===== config.mk =====
export PLATFORM = sky130hd
export DESIGN_NAME = clock_offset_estimator_core
export DESIGN_NICKNAME = d
export VERILOG_FILES = /design/src/hw/rtl/coe_pkg.sv /design/src/hw/rtl/coe_sample.sv /design/src/hw/rtl/coe_track.sv /design/src/hw/rtl/clock_offset_estimator_core.sv
export SDC_FILE = /design/constraint.sdc
export NUM_CORES = 2
export LEC_CHECK = 0
export ABC_AREA = 1
export BUFFER_PORTS_ARGS = -buffer_cell sky130_fd_sc_hd__buf_2
export CAP_MARGIN = 10
export CORE_MARGIN = 2
export CORE_UTILIZATION = 55
export DETAILED_ROUTE_END_ITERATION = 8
export GPL_TIMING_DRIVEN = 0
export PLACE_DENSITY = 0.82
export RECOVER_POWER = 50
export SYNTH_ARGS = -nofsm -noshare
export SYNTH_HDL_FRONTEND = slang
export SYNTH_HIERARCHICAL = 1
export SYNTH_SLANG_ARGS = --single-unit
export TNS_END_PERCENT = 100

===== constraint.sdc =====
create_clock -name i_clk -period 17.2 [get_ports i_clk]
set_input_delay 0.86 -clock i_clk [delete_from_list [all_inputs] [get_ports i_clk]]
set_output_delay 0.86 -clock i_clk [all_outputs]
set_load 0.05 [all_outputs]

===== src/hw/rtl/coe_pkg.sv =====
// shared types and constants for the clock offset estimator
package coe_pkg;

    localparam int TIME_W   = 63;
    localparam int OFFSET_W = 64;
    localparam int COUNT_W  = 32;
    localparam int RTT_W    = 32;
    localparam int LIMIT_W  = 24;

    localparam logic [LIMIT_W-1:0] RTT_LIMIT_RESET = 24'd20000;

    typedef enum logic [1:0] {
        MODE_SAMPLE = 2'd0,
        MODE_MAP    = 2'd1,
        MODE_INVAL  = 2'd2,
        MODE_NOP    = 2'd3
    } t_mode;

    typedef enum logic [1:0] {
        ST_OK    = 2'd0,
        ST_ORDER = 2'd1,
        ST_RTT   = 2'd2,
        ST_NONE  = 2'd3
    } t_status;

    // word handed from the sample stage to the tracking stage
    typedef struct packed {
        t_mode                       mode;
        t_status                     status;
        logic signed [OFFSET_W-1:0]  sample;
        logic [RTT_W-1:0]            rtt;
        logic [TIME_W-1:0]           t_local;
        logic [TIME_W-1:0]           remote;
    } t_smp;

    // result word
    typedef struct packed {
        logic [TIME_W-1:0]           mapped_time;
        logic signed [OFFSET_W-1:0]  offset_now;
        logic [COUNT_W-1:0]          sample_count;
        logic [RTT_W-1:0]            last_round_trip;
        logic                        estimate_valid;
        t_status                     sample_status;
    } t_res;

endpackage


===== src/hw/rtl/coe_sample.sv =====
// sample stage: order check, round-trip check and raw offset of one exchange
module coe_sample (
    input  logic                            i_clk,
    input  logic                            i_load,
    input  logic [coe_pkg::LIMIT_W-1:0]     i_rtt_limit,
    input  coe_pkg::t_mode                  i_mode,
    input  logic [coe_pkg::TIME_W-1:0]      i_t1,
    input  logic [coe_pkg::TIME_W-1:0]      i_t2,
    input  logic [coe_pkg::TIME_W-1:0]      i_t3,
    input  logic [coe_pkg::TIME_W-1:0]      i_t4,
    input  logic [coe_pkg::TIME_W-1:0]      i_remote,
    output coe_pkg::t_smp                   o_smp
);

    logic                  ordered;
    logic [63:0]           d41;
    logic [63:0]           d32;
    logic [63:0]           rtt;
    logic                  rtt_bad;
    logic [63:0]           sum_a;
    logic [63:0]           sum_b;
    logic signed [64:0]    diff;
    logic signed [64:0]    half;
    logic signed [64:0]    half_tz;
    coe_pkg::t_status      status;
    coe_pkg::t_smp         r_smp;
    coe_pkg::t_smp         n_smp;

    always_comb begin
        ordered = (i_t4 >= i_t1) && (i_t3 >= i_t2);
        d41     = {1'b0, i_t4} - {1'b0, i_t1};
        d32     = {1'b0, i_t3} - {1'b0, i_t2};
        rtt     = d41 - d32;
        rtt_bad = rtt > {40'd0, i_rtt_limit};

        sum_a   = {1'b0, i_t1} + {1'b0, i_t4};
        sum_b   = {1'b0, i_t2} + {1'b0, i_t3};
        diff    = $signed({1'b0, sum_a}) - $signed({1'b0, sum_b});
        // halve with truncation toward zero
        half    = diff >>> 1;
        half_tz = half + $signed({64'd0, diff[64] & diff[0]});

        if (i_mode != coe_pkg::MODE_SAMPLE) begin
            status = coe_pkg::ST_NONE;
        end else if (!ordered) begin
            status = coe_pkg::ST_ORDER;
        end else if (rtt_bad) begin
            status = coe_pkg::ST_RTT;
        end else begin
            status = coe_pkg::ST_OK;
        end

        n_smp.mode    = i_mode;
        n_smp.status  = status;
        n_smp.sample  = half_tz[63:0];
        n_smp.rtt     = rtt[31:0];
        n_smp.t_local = i_t4;
        n_smp.remote  = i_remote;
    end

    always_ff @(posedge i_clk) begin
        if (i_load) begin
            r_smp <= n_smp;
        end
    end

    assign o_smp = r_smp;

endmodule


===== src/hw/rtl/coe_track.sv =====
// tracking stage: offset filter, counters, time mapping and result register
module coe_track (
    input  logic            i_clk,
    input  logic            i_rst_n,
    input  logic            i_fire,
    input  coe_pkg::t_smp   i_smp,
    output coe_pkg::t_res   o_res
);

    logic signed [coe_pkg::OFFSET_W-1:0]  r_off;
    logic [coe_pkg::COUNT_W-1:0]          r_cnt;
    logic [coe_pkg::RTT_W-1:0]            r_rtt;
    logic                                 r_est_valid;
    logic signed [coe_pkg::OFFSET_W-1:0]  n_off;
    logic [coe_pkg::COUNT_W-1:0]          n_cnt;
    logic [coe_pkg::RTT_W-1:0]            n_rtt;
    logic                                 n_est_valid;
    coe_pkg::t_res                        r_res;
    coe_pkg::t_res                        n_res;

    logic signed [67:0]  off_x;
    logic signed [67:0]  acc;
    logic signed [67:0]  acc_q;
    logic signed [67:0]  filt;
    logic signed [65:0]  map_sum;
    logic [62:0]         mapped;

    always_comb begin
        // (7*old + sample)/8 truncated toward zero, exact
        off_x = {{4{r_off[63]}}, r_off};
        acc   = (off_x <<< 3) - off_x + {{4{i_smp.sample[63]}}, i_smp.sample};
        acc_q = acc >>> 3;
        filt  = acc_q + $signed({67'd0, acc[67] & (|acc[2:0])});

        map_sum = $signed({3'b000, i_smp.remote}) + $signed({{2{r_off[63]}}, r_off});
        if (!r_est_valid) begin
            mapped = i_smp.t_local;
        end else if (map_sum[65] || (map_sum == 66'sd0)) begin
            mapped = '0;
        end else if (map_sum[64:63] != 2'b00) begin
            mapped = '1;
        end else begin
            mapped = map_sum[62:0];
        end
    end

    always_comb begin
        n_off       = r_off;
        n_cnt       = r_cnt;
        n_rtt       = r_rtt;
        n_est_valid = r_est_valid;
        case (i_smp.mode)
            coe_pkg::MODE_SAMPLE: begin
                if (i_smp.status == coe_pkg::ST_OK) begin
                    n_off       = r_est_valid ? filt[63:0] : i_smp.sample;
                    n_cnt       = r_est_valid ? r_cnt + 32'd1 : 32'd1;
                    n_rtt       = i_smp.rtt;
                    n_est_valid = 1'b1;
                end
            end
            coe_pkg::MODE_INVAL: begin
                n_off       = '0;
                n_cnt       = '0;
                n_rtt       = '0;
                n_est_valid = 1'b0;
            end
            default: begin
            end
        endcase

        n_res.mapped_time     = (i_smp.mode == coe_pkg::MODE_MAP) ? mapped : '0;
        n_res.offset_now      = n_off;
        n_res.sample_count    = n_cnt;
        n_res.last_round_trip = n_rtt;
        n_res.estimate_valid  = n_est_valid;
        n_res.sample_status   = i_smp.status;
    end

    always_ff @(posedge i_clk) begin
        if (!i_rst_n) begin
            r_off       <= '0;
            r_cnt       <= '0;
            r_rtt       <= '0;
            r_est_valid <= 1'b0;
        end else if (i_fire) begin
            r_off       <= n_off;
            r_cnt       <= n_cnt;
            r_rtt       <= n_rtt;
            r_est_valid <= n_est_valid;
        end
    end

    always_ff @(posedge i_clk) begin
        if (i_fire) begin
            r_res <= n_res;
        end
    end

    assign o_res = r_res;

endmodule


===== src/hw/rtl/clock_offset_estimator_core.sv =====
// top level of the clock offset estimator: handshake, config register, stages
// Takes one word per clock when not stalled and returns one result word per input
// word, in order. A word passes an input register, the sample stage (order and
// round-trip checks, raw offset) and the tracking stage, whose filter, counters and
// result register update together. Throughput is one word per cycle when not
// stalled, set by the offset filter loop in the tracking stage. The rtt limit must
// be written through i_cfg_we only while idle; the core does not enforce this.
module clock_offset_estimator_core (
    input  logic                                  i_clk,
    input  logic                                  i_rst_n,
    input  logic                                  i_cfg_we,
    input  logic [coe_pkg::LIMIT_W-1:0]           i_cfg_wdata,
    input  logic                                  i_valid,
    output logic                                  o_stall,
    input  logic [1:0]                            i_mode,
    input  logic [coe_pkg::TIME_W-1:0]            i_t_request_local,
    input  logic [coe_pkg::TIME_W-1:0]            i_t_receive_remote,
    input  logic [coe_pkg::TIME_W-1:0]            i_t_reply_remote,
    input  logic [coe_pkg::TIME_W-1:0]            i_t_reply_local,
    input  logic [coe_pkg::TIME_W-1:0]            i_remote_time,
    output logic                                  o_valid,
    input  logic                                  i_stall,
    output logic [coe_pkg::TIME_W-1:0]            o_mapped_time,
    output logic signed [coe_pkg::OFFSET_W-1:0]   o_offset_now,
    output logic [coe_pkg::COUNT_W-1:0]           o_sample_count,
    output logic [coe_pkg::RTT_W-1:0]             o_last_round_trip,
    output logic                                  o_estimate_valid,
    output logic [1:0]                            o_sample_status
);

    logic [coe_pkg::LIMIT_W-1:0]  r_rtt_limit;
    logic                         r_av;
    logic                         r_bv;
    logic                         r_ov;
    coe_pkg::t_mode               r_mode;
    logic [coe_pkg::TIME_W-1:0]   r_t1;
    logic [coe_pkg::TIME_W-1:0]   r_t2;
    logic [coe_pkg::TIME_W-1:0]   r_t3;
    logic [coe_pkg::TIME_W-1:0]   r_t4;
    logic [coe_pkg::TIME_W-1:0]   r_remote;
    logic                         out_rdy;
    logic                         b_rdy;
    logic                         a_rdy;
    coe_pkg::t_smp                smp;
    coe_pkg::t_res                res;

    // each stage moves when empty or when the stage after it moves
    assign out_rdy = !r_ov || !i_stall;
    assign b_rdy   = !r_bv || out_rdy;
    assign a_rdy   = !r_av || b_rdy;
    assign o_stall = !a_rdy;

    always_ff @(posedge i_clk) begin
        if (!i_rst_n) begin
            r_rtt_limit <= coe_pkg::RTT_LIMIT_RESET;
        end else if (i_cfg_we) begin
            r_rtt_limit <= i_cfg_wdata;
        end
    end

    always_ff @(posedge i_clk) begin
        if (!i_rst_n) begin
            r_av <= 1'b0;
            r_bv <= 1'b0;
            r_ov <= 1'b0;
        end else begin
            if (a_rdy) begin
                r_av <= i_valid;
            end
            if (b_rdy) begin
                r_bv <= r_av;
            end
            if (out_rdy) begin
                r_ov <= r_bv;
            end
        end
    end

    always_ff @(posedge i_clk) begin
        if (a_rdy && i_valid) begin
            r_mode   <= coe_pkg::t_mode'(i_mode);
            r_t1     <= i_t_request_local;
            r_t2     <= i_t_receive_remote;
            r_t3     <= i_t_reply_remote;
            r_t4     <= i_t_reply_local;
            r_remote <= i_remote_time;
        end
    end

    coe_sample u_sample (
        .i_clk       (i_clk),
        .i_load      (b_rdy && r_av),
        .i_rtt_limit (r_rtt_limit),
        .i_mode      (r_mode),
        .i_t1        (r_t1),
        .i_t2        (r_t2),
        .i_t3        (r_t3),
        .i_t4        (r_t4),
        .i_remote    (r_remote),
        .o_smp       (smp)
    );

    coe_track u_track (
        .i_clk   (i_clk),
        .i_rst_n (i_rst_n),
        .i_fire  (out_rdy && r_bv),
        .i_smp   (smp),
        .o_res   (res)
    );

    assign o_valid           = r_ov;
    assign o_mapped_time     = res.mapped_time;
    assign o_offset_now      = res.offset_now;
    assign o_sample_count    = res.sample_count;
    assign o_last_round_trip = res.last_round_trip;
    assign o_estimate_valid  = res.estimate_valid;
    assign o_sample_status   = res.sample_status;

endmodule

; Word level (Yosys, flattened, before mapping)
; Index checks and enable logic that the tools add are counted.
[totals]
mem_bits_rw = 0
n_memories = 0
word_cells = 82
inputBits = 346
latch_bits = 0
ff_bits = 893
rom_bits = 0
output_inout_bits = 196
[op_classes]
reduce_logical = 20
order_cmp = 3
addsub = 12
n_mul = 0
muxes = 15
shifts = 0
bitwise_logic = 3
div_mod_pow = 0
eq_ne = 2
[op_table]
columns = op, count
row1 = $mux 63, 3
row2 = $add 63x63->64, 2
row3 = $add 64x2->64, 2
row4 = $mux 64, 2
row5 = $pmux 32 s2, 2
row6 = $pmux 64 s2, 1
row7 = $sub 63x63->64, 2
row8 = $ge 63x63->1, 2
row9 = $mux 32, 3
row10 = $add 68x68->68, 1
row11 = $sub 67x64->68, 1
row12 = $logic_not 66->1, 1
row13 = $add 64x64->65, 1
row14 = $sub 64x64->65, 1
row15 = $gt 64x24->1, 1
row16 = $sub 64x64->64, 1
row17 = $add 32x1->32 const B, 1
row18 = $logic_not 1->1, 5
row19 = $logic_and 1x1->1, 4
row20 = $logic_not 2->1, 2
row21 = $logic_or 1x1->1, 4
row22 = $mux 2, 2
row23 = $reduce_bool 2->1, 2
row24 = $reduce_or 3->1, 1
row25 = 7 further kinds, 8

; Longest topological paths before layout
[depth]
ltp_word = 8
depth_mapped = 37
depth_no_buf = 37

; Hierarchy
; Netlist, hierarchy kept.
[modules_own_cells]
columns = module, area_each_um2, instances, cells_per_inst, seq_area_each_um2
row1 = coe_track, 32202.1, 1, 5241, 8408.1
row2 = coe_sample, 31919.4, 1, 4513, 6786.5
row3 = clock_offset_estimator_core, 10462.5, 1, 439, 10059.6

; Worst setup path after synthesis
; OpenSTA, ideal clock, no wires.
[synth_timing]
path_type = input-to-reg
startpoint = in i_stall
endpoint = reg r_mode[0] (enable)
stages = 3
setup_slack_ps = 1786
t_arrival_ps = 14410
path_buffers = 0
t_required_ps = 16196
cell_sequence = nand4_1 inv_1 nor2_1
[synth_between]
elab_chain_cells = 5
[synth_lines]
columns = item, line_no
row1 = start: declaration, clock_offset_estimator_core.sv:22  ; input logic i_stall,
row2 = $logic_not 1->1, clock_offset_estimator_core.sv:48  ; assign out_rdy = !r_ov || !i_stall;
row3 = $logic_or 1x1->1, clock_offset_estimator_core.sv:48
row4 = $logic_or 1x1->1, clock_offset_estimator_core.sv:49  ; assign b_rdy = !r_bv || out_rdy;
row5 = $logic_or 1x1->1, clock_offset_estimator_core.sv:50  ; assign a_rdy = !r_av || b_rdy;
row6 = $logic_and 1x1->1, clock_offset_estimator_core.sv:80  ; if (a_rdy && i_valid) begin
row7 = end signal: assignment, clock_offset_estimator_core.sv:81  ; r_mode <= coe_pkg::t_mode'(i_mode);
row8 = end: declaration, clock_offset_estimator_core.sv:35  ; coe_pkg::t_mode r_mode;
; No other way between the ends.
; A chain may end at the register's enable or synchronous reset.

; Worst setup path after layout
[layout_timing]
startpoint = reg r_av
endpoint = reg r_remote[4] (netlist bit) (enable)
[layout_between]
elab_chain_cells = 3
[layout_lines]
columns = item, line_no
row1 = start: declaration, clock_offset_estimator_core.sv:32  ; logic r_av;
row2 = start signal: assignment, clock_offset_estimator_core.sv:68  ; r_av <= i_valid;
row3 = $logic_not 1->1, clock_offset_estimator_core.sv:50
row4 = $logic_or 1x1->1, clock_offset_estimator_core.sv:50
row5 = $logic_and 1x1->1, clock_offset_estimator_core.sv:80
row6 = end signal: assignment, clock_offset_estimator_core.sv:86  ; r_remote <= i_remote_time;
row7 = end: declaration, clock_offset_estimator_core.sv:40  ; logic [coe_pkg::TIME_W-1:0] r_remote;
; No other way between the ends.

==> flow_metrics.py <==
metrics = {
    "status": {
        "status": "finished with violations",
        "violations": "DRC, capacitance limit, slew limit",
    },
    "clocking": {
        "post_cts_buffers": 0,
        "post_cts_resize_count": 0,
        "clk_latency_ns": 0.76,
        "clock-sinks": 893,
        "cts_max_level": 3,
        "cts_tree": "done",
        "postCtsHoldBufs": 0,
        "cts_inserted_buffers": 94,
        "cts-root-buf": "clkbuf_16",
        "clockBufferDepth": 3,
        "cts.clk_slew.worst_paths_ns": 0.06,
    },
    "critical_path": {
        "worstPathCellList": "nand4_1, inv_1, nor2_1, clkbuf_1, clkbuf_1, buf_12, buf_12, buf_12, buf_16, buf_12, buf_12",
        "criticalPathCategory": "reg -> reg",
        "cp.arrival_ns": 7.59,
        "rr_startpoint": "r_av$_SDFFE_PN0P_",
        "cpPeakStageDelay_ns": 1.63,
        "path_buf_inv": 9,
        "cp-start-kind": "flip-flop",
        "critPathCaptureType": "flip-flop",
        "rr_endpoint": "r_remote[4]$_DFFE_PP_",
        "slowest_stage": "clkbuf_1",
        "cpMostUsedCell": "buf_12",
        "cp_top_family": "buffers and inverters",
        "worstPathMaxFanout": 40,
        "worstPathRequired_ns": 17.64,
        "rrSetupSlack_ns": 10.05,
        "rr_worst_depth": 11,
    },
    "placed_design": {
        "pre_cts_ws_ns": 10.65,
        "place_inst": 12500,
        "gp_congestion": 1.09,
        "placed_area_sq_mm": 0.0800,
        "place_hpwl_um": 273000,
        "portBuffers": 541,
    },
    "global_route": {
        "grt_pass1_wl_um": 466000,
        "antenna_found_initial": 24,
        "grt_use_total_pct": 47.1,
        "grt_remaining_overflow": 0,
        "grt_max_degree": 117,
        "grt_pass1_vias": 71800,
    },
    "sta": {
        "finalHoldViolCount": 0,
        "setup_viol": 0,
        "rsz0062_at_grt": "false",
        "slew_headroom_pct": -258,
        "maxSlewViolCount": 389,
        "worst_hold_slack_ns": 0.276,
        "worst_pin_slew_ns": 5.37,
        "fin_crit_ns": 7.15,
        "worst_slack_ns": 10.05,
        "fmax_mhz": 140,
        "fin_skew_ns": 0.0298,
        "post-route-period-util_pct": 41.6,
    },
    "layout": {
        "multi_input_area_sq_mm": 0.0403,
        "postLayoutCellArea_sq_mm": 0.0829,
        "drive_above_1_share_pct": 8.36,
        "fin_cells": 12700,
        "area_growth_pct": 11.1,
        "fillers": 11800,
        "final_nets": 12000,
        "seq_area_sq_mm": 0.0253,
    },
    "floorplanning": {
        "ioPinCount": 542,
        "dieWidth_um": 372,
        "design.die.area_sq_mm": 0.139,
        "start_util_pct": 55.3,
        "placementRows": 135,
        "core_area_sq_mm": 0.135,
        "die_height_um": 372,
    },
    "worst_hold_path": {
        "whs_endpoint": "r_remote[9]$_DFFE_PP_",
        "hold_depth": 1,
        "hp-class": "in -> reg",
        "hp-start": "i_remote_time[9]",
    },
    "synth": {
        "ys_warn_count": 6,
        "synth_area_leaders": "edfxtp_1 (30%), nand2_1 (15%), inv_1 (11%), fa_1 (8.5%), ha_1 (8.1%)",
        "synthesis.nets": 11300,
        "ys_ff_latch": 893,
        "synth_ff_type": "edfxtp_1",
        "synth-edff-count": 737,
        "async_flop_share_pct": 0,
        "yosysTopAreaCellShare_pct": 29.7,
        "netlist_instances": 10200,
        "avgSynthCellArea_sq_um": 7.32,
        "ys_types": 65,
        "mappedNetlistArea_sq_mm": 0.0746,
        "yosysTopAreaCell": "edfxtp_1",
        "ys_seq_area_share_pct": 33.9,
    },
    "run": {
        "drv_cap": 12,
    },
    "detailed_routing": {
        "vias": 73800,
        "drt-initial-drc-count": 9134,
        "drc": 4,
        "drt-total-wl_um": 333000,
        "wl_per_cell_um": 26.2,
        "ant_nets": 0,
        "drt-pass1-iter-count": 9,
        "vias_per_cell": 5.80,
    },
    "pwr": {
        "ir_drop_mv": 0.111,
        "p_leak_uw": 0.0417,
        "powerDensity_mw_per_mm2": 131,
    },
}
[how the worst max path moves through the flow]
stage | start | to | slack, ns | cells after the start
floorplan | i_stall | r_mode[0]$_DFFE_PP_ | 1.79 | 3
global placement | i_stall | r_remote[13]$_DFFE_PP_ | -2.44 | 4
detailed placement | u_track/r_off[5]$_SDFFE_PN0P_ | u_track/o_res[125]$_DFFE_PP_ | 10.65 | 33
CTS | u_track/r_off[5]$_SDFFE_PN0P_ | u_track/o_res[125]$_DFFE_PP_ | 10.61 | 33
global route | r_av$_SDFFE_PN0P_ | r_remote[0]$_DFFE_PP_ | 9.67 | 11
finish | r_av$_SDFFE_PN0P_ | r_remote[4]$_DFFE_PP_ | 10.05 | 11
[layout by cell type (no fill, tap or decap), types with 86 or more instances in the layout]
cell / netlist / routed
a21oi_1: 636 / 636
buf_2: 21 / 496
clkbuf_1: 105 / 199
clkbuf_16: 0 / 95
dfxtp_1: 156 / 156
edfxtp_1: 737 / 737
fa_1: 317 / 317
ha_1: 480 / 480
inv_1: 2197 / 2197
nand2_1: 2975 / 2975
nand3_1: 480 / 480
nand4_1: 137 / 137
nor2_1: 820 / 819
nor3_1: 86 / 86
o21ai_0: 365 / 365
xor2_1: 89 / 89
[Yosys cell counts, drive strengths merged (42+ instances only)]
master and number:
edfxtp 737, dfxtp 156, inv 2209, fa 317, buf 42, nor2 897, nand2 3053, o21ai 401
a21oi 640, ha 480, xnor2 50, clkbuf 105, nor3 100, nand3 507, xor2 101, nand4 137
[sequential cells by signal, summed over array words and instances, names as in the netlist]
name                 flops
r_t3                    63
u_sample/o_smp         226
r_mode                   2
r_bv                     1
u_track/r_cnt           32
r_t2                    63
u_track/r_est_valid      1
u_track/r_off           64
r_t4                    63
r_rtt_limit             24
u_track/r_rtt           32
u_track/o_res          194
r_remote                63
r_av                     1
r_t1                    63
o_valid                  1
[metrics by stage]
stage	power, uW	utilization, %	setup TNS [ns]
6_report	10800	61.4	0
5_1_grt	11400	61.4	0
4_1_cts	10600	61.6	0
3_5_place_dp	8430	59.2	0
3_3_place_gp	8370	58.9	-714.50
2_1_floorplan	6370	-	0
[kinds of logic (layout without fill, tap and decap cells)]
logic type	Yosys count	after routing	synth area share, %
DFF	893	893	33.9
buffers and inverters	2363	3096	12.1
and+or+nand+nor	4797	4797	27.1
AOI/OAI and AO/OA	1192	1192	8.52
adders and majority gates	797	797	16.6
xor gates and xnor gates	151	151	1.89
other	0	15	0
[final cells by class]
cell class	count	share of cell area (%)
plain buffers	147	0.803
flip-flops and latches	893	30.5
diodes	15	0.0453
multi-input cells	6937	48.7
well taps	1781	2.69
clock buffers	118	3.05
clock inverters	54	0.758
inverters	2216	10.0
repair buffers	561	3.45
[layer usage]
| layer | vias to the layer above | share of wire (%) | global-route usage, % |
|---|---|---|---|
| met4 | 14 | 12 | 44.7 |
| met5 | - | 0.038 | 0.140 |
| met1 | 34200 | 33 | 51.2 |
| li1 | 33200 | - | - |
| met2 | 4986 | 45 | 75.5 |
| met3 | 1485 | 10 | 11.1 |
[where the power goes]
part	internal [uW]	switching, uW
logic	1610	4340
registers	2570	172
clock network	1180	966
total	5360	5470
Note: power is estimated with default switching activity, not from simulation.
